<file path="src/hw/rtl/ppu_ram.sv">
// Generic simple dual-port RAM with one write port and a registered read port.
module ppu_ram #(
   parameter int WIDTH = 8,
   parameter int DEPTH = 16
) (
   input  logic                     clock,
   input  logic                     wr_en,
   input  logic [$clog2(DEPTH)-1:0] wr_addr,
   input  logic [WIDTH-1:0]         wr_data,
   input  logic [$clog2(DEPTH)-1:0] rd_addr,
   output logic [WIDTH-1:0]         rd_data
);
   logic [WIDTH-1:0] mem [DEPTH];

   always_ff @(posedge clock) begin
      if (wr_en) begin
         mem[wr_addr] <= wr_data;
      end
      rd_data <= mem[rd_addr];
   end
endmodule

</file>
<file path="config.mk">
export PLATFORM = sky130hd
export DESIGN_NAME = ppu_ram
export DESIGN_NICKNAME = d
export VERILOG_FILES = /design/src/hw/rtl/ppu_ram.sv
export SDC_FILE = /design/constraint.sdc
export NUM_CORES = 1
export LEC_CHECK = 0
export BUFFER_PORTS_ARGS = -buffer_cell sky130_fd_sc_hd__buf_4
export CAP_MARGIN = 10
export CORE_MARGIN = 2
export CORE_UTILIZATION = 25
export CTS_CLUSTER_SIZE = 8
export DETAILED_ROUTE_END_ITERATION = 8
export PLACE_DENSITY = 0.46
export SLEW_MARGIN = 25
export SYNTH_ARGS = -nofsm -noshare
export SYNTH_HDL_FRONTEND = slang
export SYNTH_SLANG_ARGS = --single-unit
export TNS_END_PERCENT = 50
</file>
<file path="constraint.sdc">
create_clock -name clock -period 2.6 [get_ports clock]
set_input_delay 0.52 -clock clock [delete_from_list [all_inputs] [get_ports clock]]
set_output_delay 0.52 -clock clock [all_outputs]
set_load 0.02 [all_outputs]
</file>
==> run summary <==
outcome = finished, final reports clean
Slew headroom = 50.1%
Initial Utilization = 25.4%
PostCTS Resize Cnt = 0
max incr delay on CP = 0.56 ns
DIE AREA = 0.0218 mm^2
achievable frequency = 589 MHz
vias in the first global route = 2630
Ports = 26
synth-to-layout area growth = 24.1%
CTS Root Buffer Type = clkbuf_16
H-tree levels = 4
Core ar. = 0.0202 mm^2
clk_lat worst skew = 0.41 ns
Die Y = 147 um
Synth Warn # = 0
# diodes = 0
post-CTS setup buffer count = 0
Clock Sinks = 136
Pins Over Slew Limit = 0
critical-path cell list = buf_4, buf_4, mux4_1, a22oi_1, nand2_1
Leak = 2.13 nW
DRC violations left = 0
Sw Share = 19.1%
min Tclk post-route = 1.70 ns
antenna viol nets, final = 0
R2R setup slack = 1.18 ns
CP Class = in -> reg
Tightest Pin Transition = 0.748 ns
r2r worst-path depth = 3
routed len/inst = 19.0 um
pre-CTS setup slack = 0.436 ns
PortBufs = 25
VDD IR max = 442 uV
Setup TNS Final = 0 ns
Switch Pwr = 0.00102 W
syn_nets = 247
DR vias = 2415
commonest cells after routing, fill and taps aside = edfxtp_1, buf_4, mux4_2
Setup-failing EPs final = 0
TritonCTS clock tree = done
post-DP HPWL = 6910 um
cell mode on critical path = buf_4
Total GRT Usage = 10.7%
number of buffers created by CTS = 17
fill count = 1926
Yosys reg bits = 136
final worst slack = 0.903 ns
average via count per standard cell = 4.27
Post-Syn Area = 0.00515 mm^2
first-pass GRT wire length = 16500 um
sequential power share = 46.0%
share of layout cells above drive strength 1 = 31.2%
count of cell types in the netlist = 19
skew final = 0.00970 ns
post-synthesis instance total = 229
startpoint types = primary input
period utilization = 65.3%
clock transition at the registers of the reported paths = 0.06 ns
row cnt = 52
final hold violation count = 0
Clk pwr share = 49.3%
internal power = 0.00435 W
maxcap violations = 0
WP data required = 2.89 ns
pwr dens = 841 mW/mm^2
worst r2r dst = rd_data[1]$_DFF_P_
top cell type's share of synthesized area = 74.7%
area leader, netlist = edfxtp_1
CP endpoint kind = register
Routability Congestion = 0.682
CTS Buffer Depth = 2
Hold Path Depth = 1
Routed WL = 10800 um
Critical Path AT = 1.99 ns
synth top area cells = edfxtp_1, mux4_2, mux4_1, dfxtp_1, a22oi_1
hold wc startpoint = wr_data[5]
CP max FO = 23
most common cell after layout, fill and taps aside = edfxtp_1
fin nets = 300
drt initial violations = 254
Hold-fix buffers, CTS = 0
Critical R2R Launch = mem[5][1]$_DFFE_PP_
1st-pass router iterations = 4
largest net degree at the start of global routing = 33
power share of the combinational group = 4.8%
Seq/Total Area, Yosys = 77.8%
Hold Path End = mem[8][5]$_DFFE_PP_
remaining global-route overflow = 0
RSZ-0062 raised after global routing = false
HP Class = in -> reg
Die W = 147 um
CP max stage cell = mux4_1
Mapped Avg Cell Area = 22.5 um^2
antenna violations before repair = 0
## worst max path at each step
stage | to | slack, ns | depth (start not counted) | start
after floorplan | mem[0][0]$_DFFE_PP_ | 0.59 | 2 | wr_addr[2]
after global placement | rd_data[1]$_DFF_P_ | 0.44 | 4 | rd_addr[0]
after detailed placement | rd_data[4]$_DFF_P_ | 0.44 | 5 | rd_addr[0]
after CTS | rd_data[4]$_DFF_P_ | 0.87 | 5 | rd_addr[0]
after global routing | rd_data[4]$_DFF_P_ | 0.76 | 5 | rd_addr[0]
final | rd_data[4]$_DFF_P_ | 0.90 | 5 | rd_addr[0]
## cell families (layout without fill, tap and decap cells)
| family | after synthesis | in the layout | synth area share (%) |
|---|---|---|---|
| and+or+nand+nor | 35 | 35 | 3.18 |
| muxes | 32 | 32 | 15.0 |
| AOI/OAI and AO/OA | 16 | 16 | 2.33 |
| DFF | 136 | 136 | 77.8 |
| buffers and inverters | 10 | 76 | 1.68 |
## synthesized netlist by cell type
cell             number
buf_4                 1
nand2b_1              2
nor3_1                4
a22oi_1              16
buf_6                 3
mux4_2               18
nand2_1               9
nor2_1               13
and2b_1               1
buf_2                 3
edfxtp_1            128
nand3_1               1
and2_1                1
or3b_2                1
dfxtp_1               8
nor2b_1               1
clkdlybuf4s25_2       3
mux4_1               14
nand3b_1              2
## flip-flops by register name, summed over array words and instances, names as in the netlist
name and cells:
rd_data 8, mem 128
## cell type report
cell class / instances / area (um^2) / area share (%)
Sequential cell: 136 / 4000 / 62.7
Multi-Input combinational cell: 83 / 1060 / 16.6
Clock inverter: 15 / 231 / 3.62
Timing Repair Buffer: 44 / 330 / 5.17
Tap cell: 270 / 338 / 5.29
Clock buffer: 17 / 425 / 6.66
## per-stage QoR
| step | utilization [%] | cells | instance area, um^2 | hold slack [ns] | total power [W] |
|---|---|---|---|---|---|
| 2_1_floorplan | - | 229 | 5150 | 0.619 | 0.00265 |
| 3_3_place_gp | 28.3 | 533 | 5730 | 0.660 | 0.00277 |
| 3_5_place_dp | 28.3 | 533 | 5730 | 0.665 | 0.00278 |
| 4_1_cts | 31.6 | 565 | 6390 | 0.410 | 0.00542 |
| 5_1_grt | 31.6 | 565 | 6390 | 0.414 | 0.00554 |
| 6_report | 31.6 | 565 | 6390 | 0.424 | 0.00537 |
## power by group through the flow
| stage | combinational, W | clock [W] | sequential [W] |
|---|---|---|---|
| after global placement | 0.000259 | 0 | 0.00251 |
| final | 0.000256 | 0.00264 | 0.00247 |
| after global routing | 0.000279 | 0.00279 | 0.00247 |
| after floorplan | 0.000124 | 0 | 0.00253 |
| after detailed placement | 0.000263 | 0 | 0.00251 |
| after CTS | 0.000263 | 0.00269 | 0.00247 |
## worst max-delay path: cells and delay by family
family,cells,cell delay [ns]
AOI/OAI and AO/OA,1,0.19
buffers and inverters,2,0.63
muxes,1,0.56
and+or+nand+nor,1,0.07
## per-layer routing
metal  share of wire [%]  vias to the layer above  routed length, um  track usage, %
met5                   0                        -                  0               0
met4                0.94                        0                101            3.75
met3                 4.2                       11                456            3.52
met2                  47                       50               5080            16.2
met1                  48                     1274               5110            14.3
li1                    -                     1080                  -               -
(Power assumes the default switching activity.)
